## src/rtl/svga_ext_pkg.sv

```systemverilog
// Shared constants and types of the SVGA extension register port.
`default_nettype none
package svga_ext_pkg;

  localparam int PORT_W     = 10;
  localparam int DATA_W     = 8;
  localparam int STAT_W     = 4;
  localparam int VAR_W      = 3;
  localparam int KB_W       = 11;
  localparam int MASK_W     = 20;
  localparam int BANK_W     = 4;
  localparam int CFG_ADDR_W = 3;
  localparam int CFG_DATA_W = 11;

  localparam int CRTC_ENTRIES = 32;
  localparam int EXT_ENTRIES  = 32;
  localparam int CRTC_IDX_W   = $clog2(CRTC_ENTRIES);
  localparam int EXT_IDX_W    = $clog2(EXT_ENTRIES);

  // Configuration register indexes
  localparam logic [CFG_ADDR_W-1:0] CFG_VARIANT   = 3'd0;
  localparam logic [CFG_ADDR_W-1:0] CFG_MEMORY_KB = 3'd1;
  localparam logic [CFG_ADDR_W-1:0] CFG_SWITCH    = 3'd2;
  localparam logic [CFG_ADDR_W-1:0] CFG_COLOR     = 3'd3;
  localparam logic [CFG_ADDR_W-1:0] CFG_OVERSCAN  = 3'd4;
  localparam logic [CFG_ADDR_W-1:0] CFG_DIAG_SEL  = 3'd5;

  // I/O ports
  localparam logic [PORT_W-1:0] PORT_ENABLE     = 10'h3C3;
  localparam logic [PORT_W-1:0] PORT_CRTC_INDEX = 10'h3D4;
  localparam logic [PORT_W-1:0] PORT_CRTC_DATA  = 10'h3D5;
  localparam logic [PORT_W-1:0] PORT_STATUS     = 10'h3DA;
  localparam logic [PORT_W-1:0] PORT_EXT_INDEX  = 10'h3DE;
  localparam logic [PORT_W-1:0] PORT_EXT_DATA   = 10'h3DF;
  localparam logic [PORT_W-1:0] MONO_SWAP       = 10'h060;
  localparam logic [5:0]        PORT_COLOR_HI   = 6'h3D;
  localparam logic [5:0]        PORT_MONO_HI    = 6'h3B;

  // Variants
  localparam logic [VAR_W-1:0] VAR_OLDEST = 3'd0;
  localparam logic [VAR_W-1:0] VAR_MID_A  = 3'd2;
  localparam logic [VAR_W-1:0] VAR_MID_B  = 3'd3;
  localparam logic [VAR_W-1:0] VAR_MID_C  = 3'd4;
  localparam logic [VAR_W-1:0] VAR_NEW_A  = 3'd5;
  localparam logic [VAR_W-1:0] VAR_NEW_B  = 3'd6;

  // Register indexes with side effects
  localparam logic [EXT_IDX_W-1:0] EXT_MEMCTL = 5'h0D;
  localparam logic [EXT_IDX_W-1:0] EXT_SWITCH = 5'h10;
  localparam logic [EXT_IDX_W-1:0] EXT_BANK   = 5'h11;
  localparam logic [DATA_W-1:0]    EXT_RESET0 = 8'h08;

  localparam logic [CRTC_IDX_W-1:0] CRTC_OVF      = CRTC_IDX_W'(7);
  localparam logic [CRTC_IDX_W-1:0] CRTC_START_HI = CRTC_IDX_W'(12);
  localparam logic [CRTC_IDX_W-1:0] CRTC_START_LO = CRTC_IDX_W'(13);
  localparam logic [CRTC_IDX_W-1:0] CRTC_CUR_FST  = CRTC_IDX_W'(14);
  localparam logic [CRTC_IDX_W-1:0] CRTC_CUR_LST  = CRTC_IDX_W'(16);
  localparam logic [CRTC_IDX_W-1:0] CRTC_VRET_END = CRTC_IDX_W'(17);

  localparam logic [MASK_W-1:0] MASK_256K = 20'h3FFFF;
  localparam logic [MASK_W-1:0] MASK_512K = 20'h7FFFF;
  localparam logic [MASK_W-1:0] MASK_FULL = 20'hFFFFF;

  localparam logic [KB_W-1:0] KB_256  = 11'd256;
  localparam logic [KB_W-1:0] KB_512  = 11'd512;
  localparam logic [KB_W-1:0] KB_1024 = 11'd1024;

  // Overscan bit positions feeding diagnostic bits 4 and 5, by select
  localparam logic [2:0] DIAG_LO_POS [4] = '{3'd0, 3'd4, 3'd1, 3'd6};
  localparam logic [2:0] DIAG_HI_POS [4] = '{3'd2, 3'd5, 3'd3, 3'd7};

  typedef struct packed {
    logic capture;  // load the access into the input register
    logic exec;     // run the access against the register file
  } cmd_t;

endpackage
`default_nettype wire

```

## src/rtl/svga_ext_if.sv

```systemverilog
// Channel interfaces: bus access request, access result and configuration write.
`default_nettype none
interface svga_ext_req_if;
  import svga_ext_pkg::*;
  logic              valid;
  logic              ready;
  logic              operation;
  logic [PORT_W-1:0] port;
  logic [DATA_W-1:0] write_data;
  logic [STAT_W-1:0] display_status;
  modport source (output valid, operation, port, write_data, display_status, input ready);
  modport sink   (input valid, operation, port, write_data, display_status, output ready);
endinterface

interface svga_ext_rsp_if;
  import svga_ext_pkg::*;
  logic              valid;
  logic              ready;
  logic [DATA_W-1:0] read_data;
  logic              forward_to_core;
  logic [MASK_W-1:0] display_mask;
  logic              window_on;
  logic [BANK_W-1:0] rd_bank;
  logic [BANK_W-1:0] wr_bank;
  logic              timing_changed;
  logic              start_changed;
  modport source (output valid, read_data, forward_to_core, display_mask, window_on,
                  rd_bank, wr_bank, timing_changed, start_changed, input ready);
  modport sink   (input valid, read_data, forward_to_core, display_mask, window_on,
                  rd_bank, wr_bank, timing_changed, start_changed, output ready);
endinterface

interface svga_ext_cfg_if;
  import svga_ext_pkg::*;
  logic                  valid;
  logic                  ready;
  logic [CFG_ADDR_W-1:0] addr;
  logic [CFG_DATA_W-1:0] data;
  modport source (output valid, addr, data, input ready);
  modport sink   (input valid, addr, data, output ready);
endinterface
`default_nettype wire

```

## src/rtl/svga_ext_ctrl.sv

```systemverilog
// Controller: sequences capture and execution of one access and owns the result handshake.
`default_nettype none
module svga_ext_ctrl (
  input  wire logic               clk,
  input  wire logic               rst,
  input  wire logic               req_valid,
  output logic                    req_ready,
  output logic                    rsp_valid,
  input  wire logic               rsp_ready,
  output svga_ext_pkg::cmd_t      cmd
);
  import svga_ext_pkg::*;

  localparam logic ST_IDLE = 1'b0;
  localparam logic ST_EXEC = 1'b1;

  logic state, state_next;
  logic rsp_valid_next;

  always_comb begin
    state_next     = state;
    rsp_valid_next = rsp_valid;
    cmd            = '0;
    req_ready      = 1'b0;
    if (rsp_valid && rsp_ready) begin
      rsp_valid_next = 1'b0;
    end
    case (state)
      ST_IDLE: begin
        // result register is free or being emptied this cycle
        req_ready = !rsp_valid || rsp_ready;
        if (req_valid && req_ready) begin
          cmd.capture = 1'b1;
          state_next  = ST_EXEC;
        end
      end
      ST_EXEC: begin
        cmd.exec       = 1'b1;
        rsp_valid_next = 1'b1;
        state_next     = ST_IDLE;
      end
      default: begin
        state_next = ST_IDLE;
      end
    endcase
  end

  always_ff @(posedge clk) begin
    if (rst) begin
      state     <= ST_IDLE;
      rsp_valid <= 1'b0;
    end else begin
      state     <= state_next;
      rsp_valid <= rsp_valid_next;
    end
  end

endmodule
`default_nettype wire

```

## src/rtl/svga_ext_dp.sv

```systemverilog
// Datapath: configuration, index/data register files, side effects and result register.
`default_nettype none
module svga_ext_dp (
  input  wire logic                           clk,
  input  wire logic                           rst,
  input  wire svga_ext_pkg::cmd_t             cmd,
  input  wire logic                           cfg_we,
  input  wire logic [svga_ext_pkg::CFG_ADDR_W-1:0] cfg_addr,
  input  wire logic [svga_ext_pkg::CFG_DATA_W-1:0] cfg_data,
  input  wire logic                           in_operation,
  input  wire logic [svga_ext_pkg::PORT_W-1:0] in_port,
  input  wire logic [svga_ext_pkg::DATA_W-1:0] in_write_data,
  input  wire logic [svga_ext_pkg::STAT_W-1:0] in_display_status,
  output logic [svga_ext_pkg::DATA_W-1:0]     read_data,
  output logic                                forward_to_core,
  output logic [svga_ext_pkg::MASK_W-1:0]     display_mask,
  output logic                                window_on,
  output logic [svga_ext_pkg::BANK_W-1:0]     rd_bank,
  output logic [svga_ext_pkg::BANK_W-1:0]     wr_bank,
  output logic                                timing_changed,
  output logic                                start_changed
);
  import svga_ext_pkg::*;

  // configuration
  logic [VAR_W-1:0]  variant;
  logic [KB_W-1:0]   memory_kb;
  logic [DATA_W-1:0] switch_value;
  logic              color_addressing;
  logic [DATA_W-1:0] overscan_color;
  logic [1:0]        diag_select;

  // captured access
  logic              op;
  logic [PORT_W-1:0] port_q;
  logic [DATA_W-1:0] wdata;
  logic [STAT_W-1:0] stat;

  // register file state
  logic              enable_latch, enable_latch_next;
  logic [DATA_W-1:0] crtc_index, crtc_index_next;
  logic [DATA_W-1:0] ext_index, ext_index_next;
  logic [DATA_W-1:0] crtc_store [CRTC_ENTRIES];
  logic [DATA_W-1:0] ext_store [EXT_ENTRIES];
  logic [MASK_W-1:0] mask_reg, mask_reg_next;
  logic              window_reg, window_reg_next;
  logic [BANK_W-1:0] rbank_reg, rbank_reg_next;
  logic [BANK_W-1:0] wbank_reg, wbank_reg_next;

  logic                  crtc_we;
  logic [CRTC_IDX_W-1:0] crtc_addr;
  logic [DATA_W-1:0]     crtc_wval;
  logic                  ext_we;
  logic [EXT_IDX_W-1:0]  ext_addr;

  logic [DATA_W-1:0] rd_next;
  logic              fwd_next, tchg_next, schg_next;

  // combinational helpers
  logic [VAR_W-1:0]  v;
  logic              gated;
  logic [PORT_W-1:0] port_eff;
  logic              crtc_hi_blk;
  logic              crtc_prot;
  logic [DATA_W-1:0] crtc_old;
  logic [9:0]        kb_m1;
  logic [MASK_W-1:0] inst_mask;
  logic [1:0]        msel;
  logic              diag_lo, diag_hi;

  always_comb begin
    kb_m1 = memory_kb[9:0] - 10'd1;
    if (memory_kb == '0) begin
      inst_mask = '0;
    end else if (memory_kb >= KB_1024) begin
      inst_mask = MASK_FULL;
    end else begin
      inst_mask = {kb_m1, 10'h3FF};
    end
  end

  always_comb begin
    v = (variant == VAR_MID_B) ? VAR_MID_A : variant;
    gated = (v == VAR_OLDEST) && !enable_latch && (port_q != PORT_ENABLE);
    port_eff = port_q;
    if ((port_q[9:4] == PORT_COLOR_HI || port_q[9:4] == PORT_MONO_HI) &&
        port_q < PORT_EXT_INDEX && !color_addressing) begin
      port_eff = port_q ^ MONO_SWAP;
    end

    // the low index bits pick the entry under every variant
    crtc_hi_blk = (v != VAR_OLDEST) && crtc_index[5];
    crtc_addr   = crtc_index[CRTC_IDX_W-1:0];
    crtc_prot   = crtc_store[CRTC_VRET_END][7];
    crtc_old    = crtc_store[crtc_addr];
    ext_addr    = ext_index[EXT_IDX_W-1:0];
    msel        = wdata[7:6];
    diag_lo     = overscan_color[DIAG_LO_POS[diag_select]];
    diag_hi     = overscan_color[DIAG_HI_POS[diag_select]];

    enable_latch_next = enable_latch;
    crtc_index_next   = crtc_index;
    ext_index_next    = ext_index;
    mask_reg_next     = mask_reg;
    window_reg_next   = window_reg;
    rbank_reg_next    = rbank_reg;
    wbank_reg_next    = wbank_reg;
    crtc_we   = 1'b0;
    crtc_wval = wdata;
    ext_we    = 1'b0;
    rd_next   = op ? '0 : '1;
    fwd_next  = 1'b0;
    tchg_next = 1'b0;
    schg_next = 1'b0;

    if (!gated) begin
      if (op) begin
        case (port_eff)
          PORT_ENABLE: begin
            if (v == VAR_OLDEST) enable_latch_next = wdata[0];
            else fwd_next = 1'b1;
          end
          PORT_CRTC_INDEX: begin
            crtc_index_next = (v != VAR_OLDEST) ? {2'b00, wdata[5:0]} : wdata;
          end
          PORT_CRTC_DATA: begin
            if (!crtc_hi_blk && !(crtc_addr < CRTC_OVF && crtc_prot)) begin
              // with protection on, only the line compare bit of overflow is writable
              if (crtc_addr == CRTC_OVF && crtc_prot) begin
                crtc_wval = {crtc_store[CRTC_OVF][7:5], wdata[4], crtc_store[CRTC_OVF][3:0]};
              end
              crtc_we  = 1'b1;
              fwd_next = 1'b1;
              if (crtc_old != crtc_wval &&
                  (crtc_addr < CRTC_CUR_FST || crtc_addr > CRTC_CUR_LST)) begin
                if (crtc_addr == CRTC_START_HI || crtc_addr == CRTC_START_LO) schg_next = 1'b1;
                else tchg_next = 1'b1;
              end
            end
          end
          PORT_EXT_INDEX: begin
            ext_index_next = (v != VAR_OLDEST) ? {3'b000, wdata[4:0]} : wdata;
          end
          PORT_EXT_DATA: begin
            ext_we = 1'b1;
            if (ext_addr == EXT_MEMCTL) begin
              if (v == VAR_MID_C) begin
                window_reg_next = !wdata[7];
              end else if (v == VAR_MID_A) begin
                mask_reg_next   = (wdata[3:2] != 2'b00 && wdata[7]) ? inst_mask : MASK_256K;
                window_reg_next = !(wdata[7] && memory_kb == KB_256);
              end else if (v == VAR_NEW_A || v == VAR_NEW_B) begin
                mask_reg_next = MASK_256K;
                case (msel)
                  2'd0: begin
                    window_reg_next = memory_kb >= KB_256;
                    if (wdata[3:2] != 2'b00)
                      mask_reg_next = (inst_mask > MASK_256K) ? MASK_256K : inst_mask;
                  end
                  2'd2: begin
                    window_reg_next = memory_kb >= KB_512;
                    if (wdata[3:2] != 2'b00)
                      mask_reg_next = (inst_mask > MASK_512K) ? MASK_512K : inst_mask;
                  end
                  default: begin
                    window_reg_next = memory_kb >= KB_1024;
                    if (wdata[3:2] != 2'b00) mask_reg_next = inst_mask;
                  end
                endcase
              end else begin
                window_reg_next = !wdata[7];
              end
            end else if (ext_addr == EXT_BANK) begin
              rbank_reg_next = wdata[3:0];
              wbank_reg_next = wdata[7:4];
            end
          end
          default: begin
            fwd_next = 1'b1;
          end
        endcase
      end else begin
        if (port_eff == PORT_ENABLE && v == VAR_OLDEST) begin
          rd_next = {7'd0, enable_latch};
        end else if (port_eff == PORT_CRTC_INDEX) begin
          rd_next = crtc_index;
        end else if (port_eff == PORT_CRTC_DATA) begin
          rd_next = crtc_hi_blk ? '1 : crtc_old;
        end else if (port_eff == PORT_STATUS && v == VAR_OLDEST) begin
          rd_next = {2'b00, diag_hi, diag_lo, stat};
        end else if (port_eff == PORT_EXT_INDEX) begin
          rd_next = (v != VAR_OLDEST) ? {ext_index[7:5] | v, ext_index[4:0]} : ext_index;
        end else if (port_eff == PORT_EXT_DATA) begin
          rd_next = (ext_addr == EXT_SWITCH) ? switch_value : ext_store[ext_addr];
        end else begin
          fwd_next = 1'b1;
          rd_next  = '1;
        end
      end
    end
  end

  // configuration registers
  always_ff @(posedge clk) begin
    if (rst) begin
      variant          <= VAR_OLDEST;
      memory_kb        <= KB_512;
      switch_value     <= 8'd24;
      color_addressing <= 1'b1;
      overscan_color   <= '0;
      diag_select      <= '0;
    end else if (cfg_we) begin
      case (cfg_addr)
        CFG_VARIANT:   variant          <= cfg_data[VAR_W-1:0];
        CFG_MEMORY_KB: memory_kb        <= cfg_data[KB_W-1:0];
        CFG_SWITCH:    switch_value     <= cfg_data[DATA_W-1:0];
        CFG_COLOR:     color_addressing <= cfg_data[0];
        CFG_OVERSCAN:  overscan_color   <= cfg_data[DATA_W-1:0];
        CFG_DIAG_SEL:  diag_select      <= cfg_data[1:0];
        default: ;
      endcase
    end
  end

  // input capture register
  always_ff @(posedge clk) begin
    if (cmd.capture) begin
      op     <= in_operation;
      port_q <= in_port;
      wdata  <= in_write_data;
      stat   <= in_display_status;
    end
  end

  // register file and result register
  always_ff @(posedge clk) begin
    if (rst) begin
      enable_latch <= 1'b0;
      crtc_index   <= '0;
      ext_index    <= '0;
      mask_reg     <= MASK_256K;
      window_reg   <= 1'b1;
      rbank_reg    <= '0;
      wbank_reg    <= '0;
      for (int i = 0; i < CRTC_ENTRIES; i++) crtc_store[i] <= '0;
      for (int i = 0; i < EXT_ENTRIES; i++) ext_store[i] <= (i == 0) ? EXT_RESET0 : '0;
    end else if (cmd.exec) begin
      enable_latch <= enable_latch_next;
      crtc_index   <= crtc_index_next;
      ext_index    <= ext_index_next;
      mask_reg     <= mask_reg_next;
      window_reg   <= window_reg_next;
      rbank_reg    <= rbank_reg_next;
      wbank_reg    <= wbank_reg_next;
      if (crtc_we) crtc_store[crtc_addr] <= crtc_wval;
      if (ext_we) ext_store[ext_addr] <= wdata;
    end
  end

  always_ff @(posedge clk) begin
    if (cmd.exec) begin
      read_data       <= rd_next;
      forward_to_core <= fwd_next;
      timing_changed  <= tchg_next;
      start_changed   <= schg_next;
    end
  end

  assign display_mask = mask_reg;
  assign window_on    = window_reg;
  assign rd_bank      = rbank_reg;
  assign wr_bank      = wbank_reg;

endmodule
`default_nettype wire

```

## src/rtl/svga_extension_register_port.sv

```systemverilog
// Top level of the SVGA extension register port.
// Each bus access is first captured into the input register and then run against the
// index/data register files, which loads the result register; no new access is taken
// while one is being run. A new access is taken while the previous result waits, as long
// as that result is taken in the same cycle or the result register is already empty.
// Configuration writes are always ready and must only be issued while no access is in
// flight. Display mask, window enable and bank fields show the state after the access
// that produced the result.
`default_nettype none
module svga_extension_register_port (
  input  wire logic       clk,
  input  wire logic       rst,
  svga_ext_req_if.sink    req,
  svga_ext_rsp_if.source  rsp,
  svga_ext_cfg_if.sink    cfg
);
  import svga_ext_pkg::*;

  cmd_t cmd;

  assign cfg.ready = 1'b1;

  svga_ext_ctrl u_ctrl (
    .clk       (clk),
    .rst       (rst),
    .req_valid (req.valid),
    .req_ready (req.ready),
    .rsp_valid (rsp.valid),
    .rsp_ready (rsp.ready),
    .cmd       (cmd)
  );

  svga_ext_dp u_dp (
    .clk               (clk),
    .rst               (rst),
    .cmd               (cmd),
    .cfg_we            (cfg.valid),
    .cfg_addr          (cfg.addr),
    .cfg_data          (cfg.data),
    .in_operation      (req.operation),
    .in_port           (req.port),
    .in_write_data     (req.write_data),
    .in_display_status (req.display_status),
    .read_data         (rsp.read_data),
    .forward_to_core   (rsp.forward_to_core),
    .display_mask      (rsp.display_mask),
    .window_on         (rsp.window_on),
    .rd_bank           (rsp.rd_bank),
    .wr_bank           (rsp.wr_bank),
    .timing_changed    (rsp.timing_changed),
    .start_changed     (rsp.start_changed)
  );

  // an accepted transaction leaves the result invalid while it executes, then produces its result
  a_result_latency: assert property (@(posedge clk) disable iff (rst)
    (req.valid && req.ready) |=> !rsp.valid ##1 rsp.valid)
    else $error("result did not follow accepted transaction");

  // a new access is only taken when the result register can hold its result
  a_no_overrun: assert property (@(posedge clk) disable iff (rst)
    (req.valid && req.ready) |-> (!rsp.valid || rsp.ready))
    else $error("access accepted over a pending result");

  // a CRTC write changes either the start address or a timing register, never both
  a_change_exclusive: assert property (@(posedge clk) disable iff (rst)
    rsp.valid |-> !(rsp.timing_changed && rsp.start_changed))
    else $error("timing and start change flagged together");

endmodule
`default_nettype wire

```

## src/flat_wrapper.sv

```systemverilog
// flat-port wrapper written by rule: the top's interface ports become plain ports
module svga_extension_register_port_flat import svga_ext_pkg::*;
  (clk, rst, req_valid, req_operation, req_port, req_write_data, req_display_status, req_ready, rsp_valid, rsp_read_data, rsp_forward_to_core, rsp_display_mask, rsp_window_on, rsp_rd_bank, rsp_wr_bank, rsp_timing_changed, rsp_start_changed, rsp_ready, cfg_valid, cfg_addr, cfg_data, cfg_ready);
  svga_ext_req_if req_i ();
  svga_ext_rsp_if rsp_i ();
  svga_ext_cfg_if cfg_i ();
  input  wire logic clk;
  input  wire logic rst;
  input wire logic [$bits(req_i.valid)-1:0] req_valid;
  input wire logic [$bits(req_i.operation)-1:0] req_operation;
  input wire logic [$bits(req_i.port)-1:0] req_port;
  input wire logic [$bits(req_i.write_data)-1:0] req_write_data;
  input wire logic [$bits(req_i.display_status)-1:0] req_display_status;
  output wire logic [$bits(req_i.ready)-1:0] req_ready;
  output wire logic [$bits(rsp_i.valid)-1:0] rsp_valid;
  output wire logic [$bits(rsp_i.read_data)-1:0] rsp_read_data;
  output wire logic [$bits(rsp_i.forward_to_core)-1:0] rsp_forward_to_core;
  output wire logic [$bits(rsp_i.display_mask)-1:0] rsp_display_mask;
  output wire logic [$bits(rsp_i.window_on)-1:0] rsp_window_on;
  output wire logic [$bits(rsp_i.rd_bank)-1:0] rsp_rd_bank;
  output wire logic [$bits(rsp_i.wr_bank)-1:0] rsp_wr_bank;
  output wire logic [$bits(rsp_i.timing_changed)-1:0] rsp_timing_changed;
  output wire logic [$bits(rsp_i.start_changed)-1:0] rsp_start_changed;
  input wire logic [$bits(rsp_i.ready)-1:0] rsp_ready;
  input wire logic [$bits(cfg_i.valid)-1:0] cfg_valid;
  input wire logic [$bits(cfg_i.addr)-1:0] cfg_addr;
  input wire logic [$bits(cfg_i.data)-1:0] cfg_data;
  output wire logic [$bits(cfg_i.ready)-1:0] cfg_ready;
  assign req_i.valid = req_valid;
  assign req_i.operation = req_operation;
  assign req_i.port = req_port;
  assign req_i.write_data = req_write_data;
  assign req_i.display_status = req_display_status;
  assign req_ready = req_i.ready;
  assign rsp_valid = rsp_i.valid;
  assign rsp_read_data = rsp_i.read_data;
  assign rsp_forward_to_core = rsp_i.forward_to_core;
  assign rsp_display_mask = rsp_i.display_mask;
  assign rsp_window_on = rsp_i.window_on;
  assign rsp_rd_bank = rsp_i.rd_bank;
  assign rsp_wr_bank = rsp_i.wr_bank;
  assign rsp_timing_changed = rsp_i.timing_changed;
  assign rsp_start_changed = rsp_i.start_changed;
  assign rsp_i.ready = rsp_ready;
  assign cfg_i.valid = cfg_valid;
  assign cfg_i.addr = cfg_addr;
  assign cfg_i.data = cfg_data;
  assign cfg_ready = cfg_i.ready;
  svga_extension_register_port u_core (.clk(clk), .rst(rst), .req(req_i), .rsp(rsp_i), .cfg(cfg_i));
endmodule
```

## config.mk

```make
export PLATFORM = sky130hd
export DESIGN_NAME = svga_extension_register_port_flat
export DESIGN_NICKNAME = d
export VERILOG_FILES = /design/src/rtl/svga_ext_pkg.sv /design/src/rtl/svga_ext_if.sv /design/src/rtl/svga_ext_ctrl.sv /design/src/rtl/svga_ext_dp.sv /design/src/rtl/svga_extension_register_port.sv /design/src/flat_wrapper.sv
export SDC_FILE = /design/constraint.sdc
export NUM_CORES = 1
export LEC_CHECK = 0
export BUFFER_PORTS_ARGS = -buffer_cell sky130_fd_sc_hd__buf_2
export CORE_MARGIN = 3
export CORE_UTILIZATION = 50
export CTS_BUF_LIST = sky130_fd_sc_hd__clkbuf_8
export DETAILED_ROUTE_END_ITERATION = 6
export GPL_TIMING_DRIVEN = 0
export PLACE_DENSITY = 0.69
export SYNTH_ARGS = -nofsm -noshare
export SYNTH_HDL_FRONTEND = slang
export SYNTH_SLANG_ARGS = --single-unit
```

## constraint.sdc

```tcl
create_clock -name clk -period 2.93 [get_ports clk]
set_input_delay 0.293 -clock clk [delete_from_list [all_inputs] [get_ports clk]]
set_output_delay 0.293 -clock clk [all_outputs]
set_load 0.05 [all_outputs]
```

Yosys cells after proc, flatten, opt, wreduce, memory -nomap -nowiden --
Memories as Yosys holds them, arrays and structs flattened. A register that Yosys moved wholly into a read port is not among the register bits. Index checks and enable logic that the tools add are counted.
Storage, ports and cells: flip-flop bits (word level) 115, output and inout port bits 43, input port bits 42, RAM bits 512, word-level logic and storage cells 223, memories kept 2
Memories:
- u_core.u_dp.crtc_store | depth 32, bits a word 8, rd ports 3, clocked after Yosys merged registers in 1, wr ports 32, line svga_ext_dp.sv:43 | logic [DATA_W-1:0] crtc_store [CRTC_ENTRIES];
- u_core.u_dp.ext_store | depth 32, bits a word 8, rd ports 1, clocked after Yosys merged registers in 1, wr ports 32, line svga_ext_dp.sv:44 | logic [DATA_W-1:0] ext_store [EXT_ENTRIES];
Operators by class: $lt $le $gt $ge 12, mux-type cells 95, $add $sub $neg 1, equality and inequality tests 28, bitwise logic cells 11, reductions and logical operators 51
Operators by type and width (number):
- two-way mux 20 bit | 10
- two-way mux 8 bit | 25
- == test 10 bit (second input constant) | 6
- two-way mux 1 bit | 40
- case mux 20 bit (2 select lines) | 1
- two-way mux 5 bit | 6
- > comparator 20 x 18 -> 1 bit (second input constant) | 1
- > comparator 20 x 19 -> 1 bit (second input constant) | 1
- OR reduction 8 bit | 2
- == test 3 bit (second input constant) | 5
- == test 5 x 4 -> 1 bit (second input constant) | 3
- logical AND 1 bit | 15
- two-way mux 3 bit | 5
- binary-select mux 3 bit (select 2 bit) | 2
- == test 3 x 2 -> 1 bit (second input constant) | 4
- == test 6 bit (second input constant) | 2
- AND reduction 2 bit | 6
- == test 11 x 9 -> 1 bit (second input constant) | 1
- >= comparator 11 x 10 -> 1 bit (second input constant) | 1
- >= comparator 11 bit (second input constant) | 1
- >= comparator 11 x 9 -> 1 bit (second input constant) | 1
- logical NOT 11 bit | 1
- == test 5 bit (second input constant) | 2
- < comparator 10 bit (second input constant) | 1
- 31 further kinds | 56

Longest topological paths before layout --
depth after elaboration 16, mapped depth 11, depth with buffers taken out 8

Modules after synthesis --
A second synthesis with hierarchy kept.
Unflattened totals: cell total of the unflattened synthesis 2170, area total of the unflattened synthesis 28516.1 sq um
Modules (own cells, without submodules):
- svga_ext_dp | sequential area each 17997.3 sq um, instances 1, cells an instance 2159, area each 28399.7 sq um
- svga_ext_ctrl | sequential area each 40.0 sq um, instances 1, cells an instance 9, area each 105.1 sq um
- svga_extension_register_port | sequential area each 0.0 sq um, instances 1, cells an instance 2, area each 11.3 sq um

Worst setup path before layout --
OpenSTA, ideal clock, no wires.
kind reg-to-reg, start register u_core.u_dp.port_q[6], end memory u_core.u_dp.crtc_store[12][0] (enable), path buffers 1, data arrival time 2711 ps, clock period less this slack 3046 ps, cell stages (with the launch flop) 8, slack -116 ps, library setup time 334 ps, required time 2596 ps, cell sequence edfxtp_1 -> nor4b_4 -> o2111ai_4 -> or4b_1 -> clkbuf_1 -> nor3_4 -> nand2_4 -> nand2b_1
RTL lines:
- start, declared | line svga_ext_dp.sv:35 | logic [PORT_W-1:0] port_q;
- start signal, assigned | line svga_ext_dp.sv:229 | port_q <= in_port;
- end, declared | line svga_ext_dp.sv:43

==> flow_summary.yaml <==
sta:
  fmax_mhz: 329.1
  setup_repair_after_global_routing_missed_its_margin: "yes"
  final_critical_path_setup_slack_ps: -108.5
  final_cycle_utilization_of_the_critical_path: 1.037
  layout_min_cycle_time_ps: 3038
  setup_viol: 234
  worst_pin_slew_ps: 1474
  clock-skew-final_ps: 34.56
  hold_slack_ps: 47.90
  hold_violations: 0
  finalMaxSlewViolations: 0
  relSlewSlack: 0.01502
place:
  pre_cts_slack_ps: -1510
  gp_routability_congestion: 0.9712
  detailed_place_hpwl_um: 59820
  numPortBuffers: 83
  post_dp_cell_area_um2: 29900
  post-place-cells: 3044
min_path:
  timing.hold.worst.class: "primary input to register"
pwr:
  seq_power_share: 0.540
  power.leakage_nw: 12.90
  comb_power_share: 0.062
  p_switching_w: 0.004447
  vdd_drop_max_mv: 0.4162
  power_report.internal_total_w: 0.01424
  power_switching_share: 0.2380
  power_per_cell_area_nw_per_um2: 522.0
  share_clk_of_total_power: 0.398
worst_setup_path:
  arrival_ps: 3420
  delay_contributed_by_the_slowest_stage_of_the_critical_path_ps: 530
  cp_common_cell: "sky130_fd_sc_hd__buf_12"
  timing.critical_path.required_ps: 3310
  critical_path_class: "register to register"
  critical_path.cell_chain: "nor4bb_1 -> and4_1 -> clkbuf_8 -> o311ai_4 -> or4b_4 -> buf_8 -> nor3b_4 -> buf_12 -> buf_12 -> nand2_8 -> nand2b_4"
  setup.worst_path.end_class: "register"
  crit_path_top_delay_cell: "sky130_fd_sc_hd__or4b_4"
  worstSetupStartpointType: "register"
  worstPathMaxFanout: 8
clock_tree:
  cts_inserted_buffers: 101
  cts-root-buf: "sky130_fd_sc_hd__clkbuf_8"
  register_clock_pin_slew_on_the_reported_worst_setup_and_hold_paths_ps: 60
  clock_latency_ps: 710
  cts_max_path_buffers: 3
  htree_levels: 3
  cts_tree: "built"
  cts_sinks: 628
floorplan:
  die_h_um: 244.6
  die_width_um: 244.6
  fp.dieArea_um2: 59850
  placementRows: 86
  floorplan.initialDensity: 0.5109
  core_area_um2: 55740
  floorplan.io_pins: 85
synth:
  ys.flop_type: "sky130_fd_sc_hd__edfxtp_1"
  synth_seq_cells: 628
  synth.most_common_cell: "sky130_fd_sc_hd__edfxtp_1"
  mapped_cell_area_um2: 28470
  synth_largest_area_cell: "sky130_fd_sc_hd__edfxtp_1"
  synth_enable_flop_cells: 546
  ys_seq_area_frac: 0.6334
  synth-warning-count: 0
  postSynthAreaPerCell_um2: 12.87
  synth_top_area_share: 0.5758
  netlist_instances: 2213
  netlist_cell_types: 69
  mappedNetlistNets: 2257
  synth_area_leaders: "sky130_fd_sc_hd__edfxtp_1 58%, sky130_fd_sc_hd__mux4_2 8.0%, sky130_fd_sc_hd__dfxtp_1 5.8%"
  netlist_top_cells_count: "546 x sky130_fd_sc_hd__edfxtp_1, 348 x sky130_fd_sc_hd__nor2_1, 173 x sky130_fd_sc_hd__and2_1"
  async_reset_ff_frac: 0
layout:
  syn_to_layout_area_delta_pct: 25.73
  ff_latch_area_um2: 18050
  diodes: 0
  fillCellCount: 4044
  final_cells: 3368
  multiInputGateArea_um2: 11380
  final_layout_size_suffix_gt1_frac: 0.3050
  final_net_count: 2584
  post_route_cell_area_um2: 35800
  utilization: 0.6423
global_routing:
  grt.overflow.total: 0
  grt_start_max_net_pins: 25
  grt_usage: 0.2881
  via_count_of_the_first_global_routing_pass: 19947
  antenna_found_initial: 1
  grt_first_pass_wirelength_um: 127000
drt:
  firstDrtPassIters: 6
  vias_per_cell: 6.222
  ant_nets: 0
  wire_per_inst_um: 26.83
  drt-initial-drc-count: 2697
  routed-via-count: 20956
  total_wirelength_um: 90360
  drc_errors: 0
job:
  max_cap_viol_count: 0
outcome:
  violations: "negative setup slack"
  run_status: "finished, violations left"
-- cell type report --
| cell class | count | area share |
|---|---|---|
| sequential | 628 | 0.5041 |
| multi-input combinational | 1399 | 0.3178 |
| tap | 748 | 0.02614 |
| inverter | 12 | 0.001258 |
| clock inverter | 78 | 0.01377 |
| buffer | 169 | 0.03495 |
| timing repair buffer | 229 | 0.06158 |
| clock buffer | 105 | 0.04037 |
-- stage by stage --
stage	power [W]	TNS (ps)
after floorplan	0.01074	-1019
after global placement	0.01112	-537390
after detailed placement	0.01115	-582420
after CTS	0.01854	-2970
after global routing	0.01918	-74810
final	0.01869	-8451
-- critical path, delay by kind of cell (launching register included) --
family                 cells  cell delay (ps)
buffers and inverters      4              660
DFF                        1              440
AOI/OAI and AO/OA          1               90
and+or+nand+nor            6             1500
-- placed cells by master (no fill, tap or decap), types with 11 or more instances in the layout --
cell type	count
sky130_fd_sc_hd__nor3_1	103
sky130_fd_sc_hd__mux2i_1	96
sky130_fd_sc_hd__nand2_8	16
sky130_fd_sc_hd__nand2b_4	32
sky130_fd_sc_hd__nor2_1	231
sky130_fd_sc_hd__buf_6	25
sky130_fd_sc_hd__clkbuf_1	83
sky130_fd_sc_hd__clkbuf_16	11
sky130_fd_sc_hd__nor2b_1	18
sky130_fd_sc_hd__or2_4	19
sky130_fd_sc_hd__or2_2	18
sky130_fd_sc_hd__inv_1	35
sky130_fd_sc_hd__nor4_1	15
sky130_fd_sc_hd__dlygate4sd3_1	37
sky130_fd_sc_hd__clkinv_2	17
sky130_fd_sc_hd__buf_4	73
sky130_fd_sc_hd__dfxtp_1	77
sky130_fd_sc_hd__clkbuf_8	114
sky130_fd_sc_hd__nand2_1	121
sky130_fd_sc_hd__and2_1	173
sky130_fd_sc_hd__a21oi_1	76
sky130_fd_sc_hd__buf_12	37
sky130_fd_sc_hd__a22oi_1	26
sky130_fd_sc_hd__clkinv_1	26
sky130_fd_sc_hd__nor2_2	38
sky130_fd_sc_hd__nand3_1	22
sky130_fd_sc_hd__buf_8	17
sky130_fd_sc_hd__nor2_4	79
sky130_fd_sc_hd__mux4_2	101
sky130_fd_sc_hd__xnor2_1	11
sky130_fd_sc_hd__nand2_4	18
sky130_fd_sc_hd__buf_2	88
sky130_fd_sc_hd__edfxtp_1	546
-- registers in the layout, summed over array words and instances (netlist names), 2 cells and up, named ones only --
signal,count
u_core.u_dp.port_q,10
u_core.u_dp.diag_select,2
u_core.u_dp.rd_bank,4
u_core.u_dp.ext_store,256
u_core.u_dp.display_mask,11
u_core.u_dp.variant,3
u_core.u_dp.crtc_store,256
u_core.u_dp.wr_bank,4
u_core.u_dp.ext_index,8
u_core.u_dp.switch_value,8
u_core.u_dp.memory_kb,11
u_core.u_dp.crtc_index,8
u_core.u_dp.wdata,8
u_core.u_dp.overscan_color,8
u_core.u_dp.stat,4
u_core.u_dp.read_data,8
-- kinds of logic after synthesis --
family                   after synthesis  synth area share
AND/OR/NAND/NOR                      972            0.1682
flip-flops                           628            0.6334
multiplexers                         214            0.1198
AO/OA/AOI/OAI                        195           0.04618
buffers and inverters                186           0.02672
XOR/XNOR                              15          0.004614
adder cells (fa/ha/maj)                2         0.0008787
other                                  1         0.0001317
-- worst paths after layout --
path / to / slack (ps) / cells past startpoint / startpoint
hold reg to reg: u_core.u_dp.overscan_color[4] / 460 / 2 / u_core.u_dp.overscan_color[4]
setup reg to reg: u_core.u_dp.crtc_store[26][1] / -110 / 11 / u_core.u_dp.port_q[5]
hold / removal: u_core.u_dp.color_addressing / 50 / 4 / cfg_addr[0]
setup / recovery: u_core.u_dp.crtc_store[26][1] / -110 / 11 / u_core.u_dp.port_q[5]
-- repair_timing --
item	in CTS	in global routing
setup buffers	45	51
gates resized for setup	381	299
gates cloned	2	11
hold endpoints to repair	57	0
setup endpoints to repair	1013	783
pin swaps	27	81
hold buffers	37	0
-- metal layers --
| metal | up-vias | track usage | part of all wire |
|---|---|---|---|
| li1 | 8818 | - | - |
| met1 | 10433 | 0.4093 | 0.39 |
| met2 | 1466 | 0.4307 | 0.45 |
| met3 | 239 | 0.07767 | 0.12 |
| met4 | 0 | 0.1037 | 0.038 |
| met5 | - | 0 | 0 |
-- power by group through the flow --
stage / clock network (W) / logic, W / registers, W
global route: 0.00787 / 0.00120 / 0.0101
detailed placement: 0 / 0.000874 / 0.0103
floorplan: 0 / 0.000503 / 0.0102
CTS: 0.00744 / 0.00101 / 0.0101
finish: 0.00743 / 0.00116 / 0.0101
global placement: 0 / 0.000860 / 0.0103
No activity file was read; power rests on OpenSTA's default activity.
